===== src/rtl/core/kvcl_pkg.sv =====
// ----------------------------------------------------------------------------
// kvcl_pkg
// Types, result codes and character classes shared by the config lexer.
// ----------------------------------------------------------------------------
package kvcl_pkg;

	// result kinds
	localparam logic [2:0] KIND_NAME  = 3'd0;
	localparam logic [2:0] KIND_VALUE = 3'd1;
	localparam logic [2:0] KIND_REC   = 3'd2;
	localparam logic [2:0] KIND_OK    = 3'd3;
	localparam logic [2:0] KIND_ERR   = 3'd4;
	localparam logic [2:0] KIND_FAIL  = 3'd5;

	// characters with a meaning of their own
	localparam logic [7:0] CH_NUL    = 8'h00;
	localparam logic [7:0] CH_SPACE  = 8'd32;
	localparam logic [7:0] CH_SEMI   = 8'h3B;
	localparam logic [7:0] CH_EQUAL  = 8'h3D;
	localparam logic [7:0] CH_BSLASH = 8'h5C;
	localparam logic [7:0] CH_SQUOTE = 8'h27;
	localparam logic [7:0] CH_DQUOTE = 8'h22;

	// result queue
	localparam int QDEPTH = 4;
	localparam int QAW    = $clog2(QDEPTH);

	typedef struct packed {
		logic [2:0] kind;
		logic [7:0] ch;
		logic       last;
	} result_t;

	// what one byte produces: up to two results
	typedef struct packed {
		logic [1:0] cnt;
		result_t    ent0;
		result_t    ent1;
	} lex_out_t;

	typedef struct packed {
		logic room;      // at least two free slots
		logic nonempty;
	} q_stat_t;

	function automatic logic is_space(input logic [7:0] c);
		return (c != CH_NUL) && (c <= CH_SPACE);
	endfunction

	function automatic logic is_name(input logic [7:0] c);
		return (c == 8'h5F) || (c >= 8'h61 && c <= 8'h7A) ||
			(c >= 8'h41 && c <= 8'h5A) || (c >= 8'h30 && c <= 8'h39);
	endfunction

	function automatic logic [7:0] to_upper(input logic [7:0] c);
		return (c >= 8'h61 && c <= 8'h7A) ? (c - 8'h20) : c;
	endfunction

endpackage


===== src/rtl/core/kvcl_lexer.sv =====
// ----------------------------------------------------------------------------
// kvcl_lexer
// Parse state and the one-byte transition that yields up to two results.
// ----------------------------------------------------------------------------
module kvcl_lexer import kvcl_pkg::*; (
	input  logic       clk,
	input  logic       arst_n,
	input  logic       take,
	input  logic [7:0] ch_s1,
	output lex_out_t   res
);

	typedef enum logic [2:0] {
		PH_BETWEEN   = 3'd0,
		PH_NAME      = 3'd1,
		PH_AFTERNAME = 3'd2,
		PH_PREVALUE  = 3'd3,
		PH_BARE      = 3'd4,
		PH_QUOTED    = 3'd5,
		PH_ESCAPE    = 3'd6,
		PH_DISCARD   = 3'd7
	} phase_t;

	phase_t     phase_q, phase_d;
	logic       dq_q, dq_d;
	logic       esc_q, esc_d;
	logic [1:0] cnt;
	logic [2:0] k0, k1;
	logic [7:0] c0;
	logic [7:0] close_q_ch;

	assign close_q_ch = dq_q ? CH_DQUOTE : CH_SQUOTE;

	always_comb begin
		phase_d = phase_q;
		dq_d    = dq_q;
		esc_d   = esc_q;
		cnt     = 2'd0;
		k0      = KIND_NAME;
		k1      = KIND_OK;
		c0      = CH_NUL;
		unique case (phase_q)
			PH_BETWEEN: begin
				if (ch_s1 == CH_NUL) begin
					cnt = 2'd1; k0 = KIND_OK;
				end else if (is_space(ch_s1) || ch_s1 == CH_SEMI) begin
					// skip
				end else if (is_name(ch_s1)) begin
					cnt = 2'd1; k0 = KIND_NAME; c0 = to_upper(ch_s1);
					phase_d = PH_NAME;
				end else begin
					cnt = 2'd1; k0 = KIND_ERR;
					phase_d = PH_DISCARD;
				end
			end
			PH_NAME, PH_AFTERNAME: begin
				if (ch_s1 == CH_NUL) begin
					cnt = 2'd2; k0 = KIND_ERR; k1 = KIND_FAIL;
					phase_d = PH_BETWEEN; dq_d = 1'b0; esc_d = 1'b0;
				end else if (phase_q == PH_NAME && is_name(ch_s1)) begin
					cnt = 2'd1; k0 = KIND_NAME; c0 = to_upper(ch_s1);
				end else if (is_space(ch_s1)) begin
					phase_d = PH_AFTERNAME;
				end else if (ch_s1 == CH_EQUAL) begin
					phase_d = PH_PREVALUE;
				end else begin
					cnt = 2'd1; k0 = KIND_ERR;
					phase_d = PH_DISCARD;
				end
			end
			PH_PREVALUE: begin
				if (ch_s1 == CH_NUL) begin
					cnt = 2'd2; k0 = KIND_REC; k1 = KIND_OK;
					phase_d = PH_BETWEEN; dq_d = 1'b0; esc_d = 1'b0;
				end else if (is_space(ch_s1)) begin
					// skip
				end else if (ch_s1 == CH_SQUOTE || ch_s1 == CH_DQUOTE) begin
					dq_d = (ch_s1 == CH_DQUOTE);
					phase_d = PH_QUOTED;
				end else if (ch_s1 == CH_BSLASH) begin
					esc_d = 1'b0; phase_d = PH_ESCAPE;
				end else if (ch_s1 == CH_SEMI) begin
					cnt = 2'd1; k0 = KIND_REC;
					phase_d = PH_BETWEEN; dq_d = 1'b0; esc_d = 1'b0;
				end else begin
					cnt = 2'd1; k0 = KIND_VALUE; c0 = ch_s1;
					phase_d = PH_BARE;
				end
			end
			PH_BARE: begin
				if (ch_s1 == CH_NUL) begin
					cnt = 2'd2; k0 = KIND_REC; k1 = KIND_OK;
					phase_d = PH_BETWEEN; dq_d = 1'b0; esc_d = 1'b0;
				end else if (is_space(ch_s1) || ch_s1 == CH_SEMI) begin
					cnt = 2'd1; k0 = KIND_REC;
					phase_d = PH_BETWEEN; dq_d = 1'b0; esc_d = 1'b0;
				end else if (ch_s1 == CH_BSLASH) begin
					esc_d = 1'b0; phase_d = PH_ESCAPE;
				end else begin
					cnt = 2'd1; k0 = KIND_VALUE; c0 = ch_s1;
				end
			end
			PH_QUOTED: begin
				if (ch_s1 == CH_NUL) begin
					cnt = 2'd2; k0 = KIND_REC; k1 = KIND_OK;
					phase_d = PH_BETWEEN; dq_d = 1'b0; esc_d = 1'b0;
				end else if (ch_s1 == close_q_ch) begin
					cnt = 2'd1; k0 = KIND_REC;
					phase_d = PH_BETWEEN; dq_d = 1'b0; esc_d = 1'b0;
				end else if (ch_s1 == CH_BSLASH) begin
					esc_d = 1'b1; phase_d = PH_ESCAPE;
				end else begin
					cnt = 2'd1; k0 = KIND_VALUE; c0 = ch_s1;
				end
			end
			PH_ESCAPE: begin
				if (ch_s1 == CH_NUL) begin
					// a trailing backslash is dropped
					cnt = 2'd2; k0 = KIND_REC; k1 = KIND_OK;
					phase_d = PH_BETWEEN; dq_d = 1'b0; esc_d = 1'b0;
				end else begin
					cnt = 2'd1; k0 = KIND_VALUE; c0 = ch_s1;
					phase_d = esc_q ? PH_QUOTED : PH_BARE;
				end
			end
			PH_DISCARD: begin
				if (ch_s1 == CH_NUL) begin
					cnt = 2'd1; k0 = KIND_FAIL;
					phase_d = PH_BETWEEN; dq_d = 1'b0; esc_d = 1'b0;
				end
			end
			default: begin
				phase_d = PH_BETWEEN;
			end
		endcase
	end

	always_comb begin
		res.cnt       = cnt;
		res.ent0.kind = k0;
		res.ent0.ch   = c0;
		res.ent0.last = (cnt == 2'd1);
		res.ent1.kind = k1;
		res.ent1.ch   = CH_NUL;
		res.ent1.last = 1'b1;
	end

	always_ff @(posedge clk or negedge arst_n) begin
		if (!arst_n) begin
			phase_q <= PH_BETWEEN;
			dq_q    <= 1'b0;
			esc_q   <= 1'b0;
		end else if (take) begin
			phase_q <= phase_d;
			dq_q    <= dq_d;
			esc_q   <= esc_d;
		end
	end

endmodule


===== src/rtl/core/kvcl_outq.sv =====
// ----------------------------------------------------------------------------
// kvcl_outq
// Small result queue: takes zero to two results a cycle, hands out one per pop.
// ----------------------------------------------------------------------------
module kvcl_outq import kvcl_pkg::*; (
	input  logic     clk,
	input  logic     arst_n,
	input  logic     push,
	input  lex_out_t res,
	input  logic     pop,
	output result_t  head,
	output q_stat_t  stat
);

	result_t        slot_q [QDEPTH];
	logic [QAW-1:0] wr_q, rd_q;
	logic [QAW:0]   count_q;
	logic [1:0]     n_push;
	logic [QAW-1:0] wr_next;

	assign n_push  = push ? res.cnt : 2'd0;
	assign wr_next = wr_q + QAW'(1);

	assign head          = slot_q[rd_q];
	assign stat.nonempty = (count_q != '0);
	assign stat.room     = (count_q <= (QAW+1)'(QDEPTH - 2));

	always_ff @(posedge clk) begin
		if (n_push != 2'd0)
			slot_q[wr_q] <= res.ent0;
		if (n_push == 2'd2)
			slot_q[wr_next] <= res.ent1;
	end

	always_ff @(posedge clk or negedge arst_n) begin
		if (!arst_n) begin
			wr_q    <= '0;
			rd_q    <= '0;
			count_q <= '0;
		end else begin
			wr_q    <= wr_q + QAW'(n_push);
			rd_q    <= rd_q + QAW'(pop);
			count_q <= count_q + (QAW+1)'(n_push) - (QAW+1)'(pop);
		end
	end

endmodule


===== src/rtl/core/key_value_config_lexer_core.sv =====
// ----------------------------------------------------------------------------
// key_value_config_lexer_core
// Streaming lexer for "name = value;" records, one text byte per transfer.
// ----------------------------------------------------------------------------
// Takes one byte per clock into an input register while in_stall is low; the
// byte's parse step is combinational and its results (name chars upper-cased,
// value chars, record end, text ok / syntax error / text failed) go into a
// four-entry result queue that drives the output. Results leave one per clock
// while out_stall is low. A byte that ends the text can give two results, so
// the input side holds whenever the queue has fewer than two free slots. With
// the output taken every cycle the block takes one byte per clock for as long
// as the results do not outnumber the bytes; a run of text-ending bytes that
// each give two results fills the queue and holds the input until it drains.
module key_value_config_lexer_core import kvcl_pkg::*; (
	input  logic       clk,
	input  logic       arst_n,
	input  logic       in_valid,
	output logic       in_stall,
	input  logic [7:0] char_in,
	output logic       out_valid,
	input  logic       out_stall,
	output logic [2:0] kind,
	output logic [7:0] char_out,
	output logic       last
);

	logic       valid_s1;
	logic [7:0] ch_s1;
	logic       take;
	lex_out_t   res;
	result_t    head;
	q_stat_t    stat;

	assign take     = valid_s1 && stat.room;
	assign in_stall = valid_s1 && !stat.room;

	always_ff @(posedge clk or negedge arst_n) begin
		if (!arst_n)
			valid_s1 <= 1'b0;
		else if (!in_stall)
			valid_s1 <= in_valid;
	end

	always_ff @(posedge clk) begin
		if (in_valid && !in_stall)
			ch_s1 <= char_in;
	end

	kvcl_lexer u_lexer (
		.clk    (clk),
		.arst_n (arst_n),
		.take   (take),
		.ch_s1  (ch_s1),
		.res    (res)
	);

	kvcl_outq u_outq (
		.clk    (clk),
		.arst_n (arst_n),
		.push   (take),
		.res    (res),
		.pop    (out_valid && !out_stall),
		.head   (head),
		.stat   (stat)
	);

	assign out_valid = stat.nonempty;
	assign kind      = head.kind;
	assign char_out  = head.ch;
	assign last      = head.last;

endmodule


===== config.mk =====
export PLATFORM = sky130hd
export DESIGN_NAME = key_value_config_lexer_core
export DESIGN_NICKNAME = d
export VERILOG_FILES = /design/src/rtl/core/kvcl_pkg.sv /design/src/rtl/core/kvcl_lexer.sv /design/src/rtl/core/kvcl_outq.sv /design/src/rtl/core/key_value_config_lexer_core.sv
export SDC_FILE = /design/constraint.sdc
export NUM_CORES = 1
export LEC_CHECK = 0
export BUFFER_PORTS_ARGS = -buffer_cell sky130_fd_sc_hd__buf_2
export CAP_MARGIN = 20
export CORE_MARGIN = 1.5
export CORE_UTILIZATION = 25
export DETAILED_ROUTE_END_ITERATION = 8
export PLACE_DENSITY_LB_ADDON = 0.05
export SLEW_MARGIN = 25
export SYNTH_ARGS = -nofsm -noshare
export SYNTH_HDL_FRONTEND = slang
export SYNTH_HIERARCHICAL = 1
export SYNTH_SLANG_ARGS = --single-unit

===== constraint.sdc =====
create_clock -name clk -period 6.3 [get_ports clk]
set_input_delay 0.63 -clock clk [delete_from_list [all_inputs] [get_ports clk]]
set_output_delay 0.63 -clock clk [all_outputs]
set_load 0.005 [all_outputs]

---- Word level (Yosys, flattened, before mapping) ----
Memory sizes are Yosys's and may differ from the RTL's.
Index checks and enable logic that the tools add are counted.
cells by class
  multipliers ............................. 0
  $lt $le $gt $ge ......................... 8
  div/mod/pow operators ................... 0
  muxes and demuxes ....................... 106
  bitwise gates (word level) .............. 0
  add/sub/neg operators ................... 6
  equality and inequality tests ........... 30
  reductions and logical operators ........ 28
  shifts and indexed selects .............. 0
operators with widths
  kind                                                            count
  2-to-1 mux 8 bit                                                17
  2-to-1 mux 3 bit                                                37
  case mux 8 bit (6 select lines)                                 1
  case mux 3 bit (7 select lines)                                 2
  equality test 8 x 6 -> 1 bit, second input constant             4
  2-to-1 mux 1 bit                                                31
  2-to-1 mux 2 bit                                                15
  equality test 8 x 7 -> 1 bit, second input constant             2
  >= comparator 8 x 7 -> 1 bit, second input constant             2
  less-or-equal comparator 8 x 6 -> 1 bit, second input constant  2
  less-or-equal comparator 8 x 7 -> 1 bit, second input constant  2
  != test 4 x 1 -> 1 bit, second input constant                   4
  AND reduction 8 bit                                             2
  case mux 2 bit (7 select lines)                                 1
  equality test 3 bit, second input constant                      4
  logical AND 1 bit                                               9
  equality test 8 bit                                             1
  >= comparator 8 x 6 -> 1 bit, second input constant             1
  logical NOT 8 bit                                               1
  case mux 1 bit (4 select lines)                                 2
  nonzero test 8 bit                                              1
  subtractor 8 x 6 -> 8 bit, second input constant                1
  equality test 3 x 2 -> 1 bit, second input constant             2
  != test 3 x 1 -> 1 bit, second input constant                   2
  23 further kinds                                                32
word-level totals
  memories ................................ 1
  word-level logic and storage cells ...... 187
  register bits after elaboration ......... 21
  bits in latches ......................... 0
  RAM bits ................................ 48
  ROM bits ................................ 0
memory list
  name           depth  width  read ports  clocked after Yosys merged registers in  wr ports  line             text
  u_outq.slot_q  4      12     1           0                                        2         kvcl_outq.sv:15  result_t slot_q [QDEPTH];

---- Depth between registers and ports, before layout ----
  depth in word-level cells ............... 13
  mapped depth ............................ 14

---- By module ----
Netlist, hierarchy kept.
modules (own cells, without submodules)
  module                       cells each  times used  area an instance (sq um)
  kvcl_outq                    160         1           2,731.4
  kvcl_lexer                   211         1           1,380.1
  key_value_config_lexer_core  15          1           310.3

---- Worst setup path after synthesis ----
Ideal clock, no wire load.
  path kind ............................... register to register
  from .................................... reg ch_s1[4]
  to ...................................... mem u_outq/slot_q[2][10] (netlist name) (data pin)
  data arrival time ....................... 3.274 ns
  buffers on the path ..................... 2
  library setup time ...................... 0.260 ns
  setup slack ............................. 2.767 ns
  stages on the path, launching flop included .. 11
  cell sequence ........................... edfxtp_1 nor4_1 a211o_2 a31oi_1 and2_1 a211oi_1 a21oi_1 clkbuf_1 nor4b_1 buf_4 mux2_2
RTL lines
  what                    line                               text
  start, declared         key_value_config_lexer_core.sv:28  logic [7:0] ch_s1;
  start signal, assigned  key_value_config_lexer_core.sv:46  ch_s1 <= char_in;
  end, declared           kvcl_outq.sv:15

==> insert_results.sql <==
INSERT INTO impl_metrics (metric_group, metric, value, unit) VALUES
('sta', 'final.setup_skew', '5.389', 'ps'),
('synthesis', 'synth.yosys.seq_area_share', '0.4539', ''),
('synthesis', 'netlist_area_before_placement', '0.004422', 'mm²'),
('floorplanning', 'floorplan.die.height', '136.0', 'µm'),
('clock_tree', 'ctsRootBufferMaster', 'clkbuf_16', ''),
('final_layout', 'finalNonFillerCells', '634', ''),
('sta', 'max-slew-margin-rel', '0.3921', ''),
('flow_run', 'count_of_maximum_capacitance_violations', '0', ''),
('clock_tree', 'numCtsBuffers', '9', ''),
('worst_hold_path', 'worst_hold_path_type', 'in2async', ''),
('status', 'run_status', 'complete, no violations', ''),
('setup_path', 'startpoint_type', 'flop', ''),
('synthesis', 'synth.ff_latch_count', '69', ''),
('sta', 'setup_violations', '0', ''),
('detailed_routing', 'wirelength', '11.94', 'mm'),
('placement', 'hpwlAfterDp', '8.198', 'mm'),
('clock_tree', 'worst_skew_pair.late_latency', '330', 'ps'),
('final_layout', 'synthToLayoutAreaGrowth', '13.33', '%'),
('final_layout', 'final.fill_count', '1834', ''),
('setup_path', 'cpPeakStageDelay', '660', 'ps'),
('setup_path', 'critPathBufInv', '0', ''),
('setup_path', 'worstSetupPathType', 'reg2reg', ''),
('floorplanning', 'core_region_area', '0.01730', 'mm²'),
('synthesis', 'yosysUniqueCellTypes', '68', ''),
('setup_path', 'largest_driver_fanout_on_the_critical_path', '17', ''),
('synthesis', 'yosys_most_used_dff', 'edfxtp_1', ''),
('detailed_routing', 'via_count_normalized_by_instance_count', '4.897', ''),
('sta', 'clock.fmax', '0.2486', 'GHz'),
('final_layout', 'diodes_inserted', '0', ''),
('placement', 'dp.cells', '618', ''),
('sta', 'final.setup.worst_slack', '2277', 'ps'),
('synthesis', 'netlist_instances', '386', ''),
('global_route', 'grt_antenna_before_repair', '0', ''),
('setup_path', 'crit_arrival', '3980', 'ps'),
('power_and_ir_drop', 'p_leak', '1.804', 'nW'),
('synthesis', 'synth_enable_flop_cells', '56', ''),
('placement', 'place_worst_setup_slack', '2214', 'ps'),
('synthesis', 'yosysTopAreaCell', 'edfxtp_1', ''),
('placement', 'place.port_buffers', '25', ''),
('global_route', 'globalRouteOverflowTotal', '0', ''),
('clock_tree', 'hold_buffers', '0', ''),
('sta', 'fin_crit', '4023', 'ps'),
('clock_tree', 'cts.repair_timing.setup_buffer_count', '0', ''),
('floorplanning', 'floorplan.initialDensity', '0.2556', ''),
('global_route', 'grt_use_total', '0.1364', ''),
('setup_path', 'critical_path_required', '6260', 'ps'),
('synthesis', 'yosys-top-cells-count', 'edfxtp_1 (56), mux2_2 (48), nand2_1 (22)', ''),
('placement', 'gp_routability_congestion', '0.8676', ''),
('synthesis', 'synth_most_common_cell', 'edfxtp_1', ''),
('detailed_routing', 'ant_nets', '0', ''),
('final_layout', 'nets', '423', ''),
('detailed_routing', 'dr.pass1.iters', '4', ''),
('detailed_routing', 'detailedRoute.firstIterationViolations', '200', ''),
('synthesis', 'synth_top_cell_area_share', '0.3803', ''),
('sta', 'unrepaired_setup_endpoints_after_global_routing', 'no', ''),
('power_and_ir_drop', 'p_per_area', '480.6', 'mW/mm²'),
('floorplanning', 'io_pins', '26', ''),
('sta', 'final.setup.tns', '0', 'ps'),
('clock_tree', 'clkSlewWorstSetupHoldPaths', '60', 'ps'),
('sta', 'worst-slew-pin-transition', '911.8', 'ps'),
('detailed_routing', 'vias', '3105', ''),
('sta', 'hold_slack', '185.7', 'ps'),
('global_route', 'grt_pass1_wl', '18.37', 'mm'),
('sta', 'report.final.hold_viol_count', '0', ''),
('synthesis', 'synthTopCellsByArea', 'edfxtp_1 (38%), mux2_2 (12%), dfrtp_1 (7.4%), mux4_2 (6.1%), a21oi_1 (1.9%)', ''),
('detailed_routing', 'post_drt_wl_per_cell', '18.83', 'µm'),
('detailed_routing', 'drcViolationCount', '0', ''),
('sta', 'maxSlewViolCount', '0', ''),
('clock_tree', 'cts_buffer_depth', '2', ''),
('setup_path', 'timing.critical_path.slowest_stage_cell', 'o21a_1', ''),
('setup_path', 'crit_path_end_kind', 'flop', '');
## report_power, final
group | total, mW | switching [mW] | internal [mW]
sequential | 0.830 | 0.142 | 0.687
combinational | 1.12 | 0.593 | 0.524
clock | 0.462 | 0.197 | 0.266
## worst reg2reg max path, delay by kind of cell (launching register included)
kind | cells | cell delay (ps)
flip-flops | 1 | 630
AO/OA/AOI/OAI | 4 | 1530
XOR/XNOR | 1 | 190
AND/OR/NAND/NOR | 4 | 1300
## cells in the final DEF, fill, tap and decap left out, drive strengths merged, types with 7 or more instances in the layout
cell type,instances
a21oi,17
and2,7
buf,32
clkbuf,12
conb,10
dfrtp,13
edfxtp,56
inv,10
mux2,49
mux4,12
nand2,23
nand2b,8
nand3,10
nor2,20
nor3,13
nor4,8
o21ai,19
## final cells by class
type,count,area (µm²),area share
Multi-Input combinational cell,282,2246,0.4482
Sequential cell,69,2007,0.4005
Tap cell,225,281.5,0.05618
Clock buffer,12,236.5,0.04719
Timing Repair Buffer,32,177.7,0.03546
Inverter,10,37.54,0.007491
Clock inverter,4,25.02,0.004994
## stage by stage
| step | instance area, µm² | utilization | total power [mW] |
|---|---|---|---|
| floorplan | 4452 | - | 1.623 |
| global placement | 4741 | 0.2741 | 1.977 |
| detailed placement | 4743 | 0.2742 | 1.965 |
| CTS | 5005 | 0.2894 | 2.445 |
| global route | 5011 | 0.2897 | 2.603 |
| finish | 5011 | 0.2897 | 2.408 |
## metal layers
layer,global-route usage,vias up,part of all wire
met5,0,-,0
met4,0.05024,0,0.019
li1,-,1490,-
met2,0.2256,81,0.49
met3,0.02871,15,0.038
met1,0.1753,1519,0.45
## kinds of logic (layout without fill, tap and decap cells)
kind of cell	after synthesis	count (layout)	synth area share
simple gates	121	121	0.1576
compound gates	73	73	0.1084
flops	69	69	0.4539
mux	61	61	0.1859
buf+inv	43	58	0.05093
xor+xnor	9	9	0.01783
fa+ha+maj	8	8	0.02377
other cells	2	10	0.001698
## registers in the layout, indices dropped and copies added (netlist names)
register         flops
u_outq/rd_q          2
u_outq/count_q       3
u_lexer/esc_q        1
valid_s1             1
ch_s1                8
u_outq/wr_q          2
u_lexer/dq_q         1
u_outq/slot_q       48
u_lexer/phase_q      3
## worst paths after layout
path                              start  cells past startpoint                   to  slack, ps
max                            ch_s1[2]                      9  u_outq/slot_q[2][8]       2280
min                              arst_n                      1       u_outq/rd_q[0]        190
max reg2reg                    ch_s1[2]                      9  u_outq/slot_q[2][8]       2280
min reg2reg                u_lexer/dq_q                      1         u_lexer/dq_q        500
max in group asynchronous        arst_n                      1        u_lexer/esc_q       5870
min in group clk             char_in[1]                      1             ch_s1[1]        470
Power figures use the tool's default switching activity.
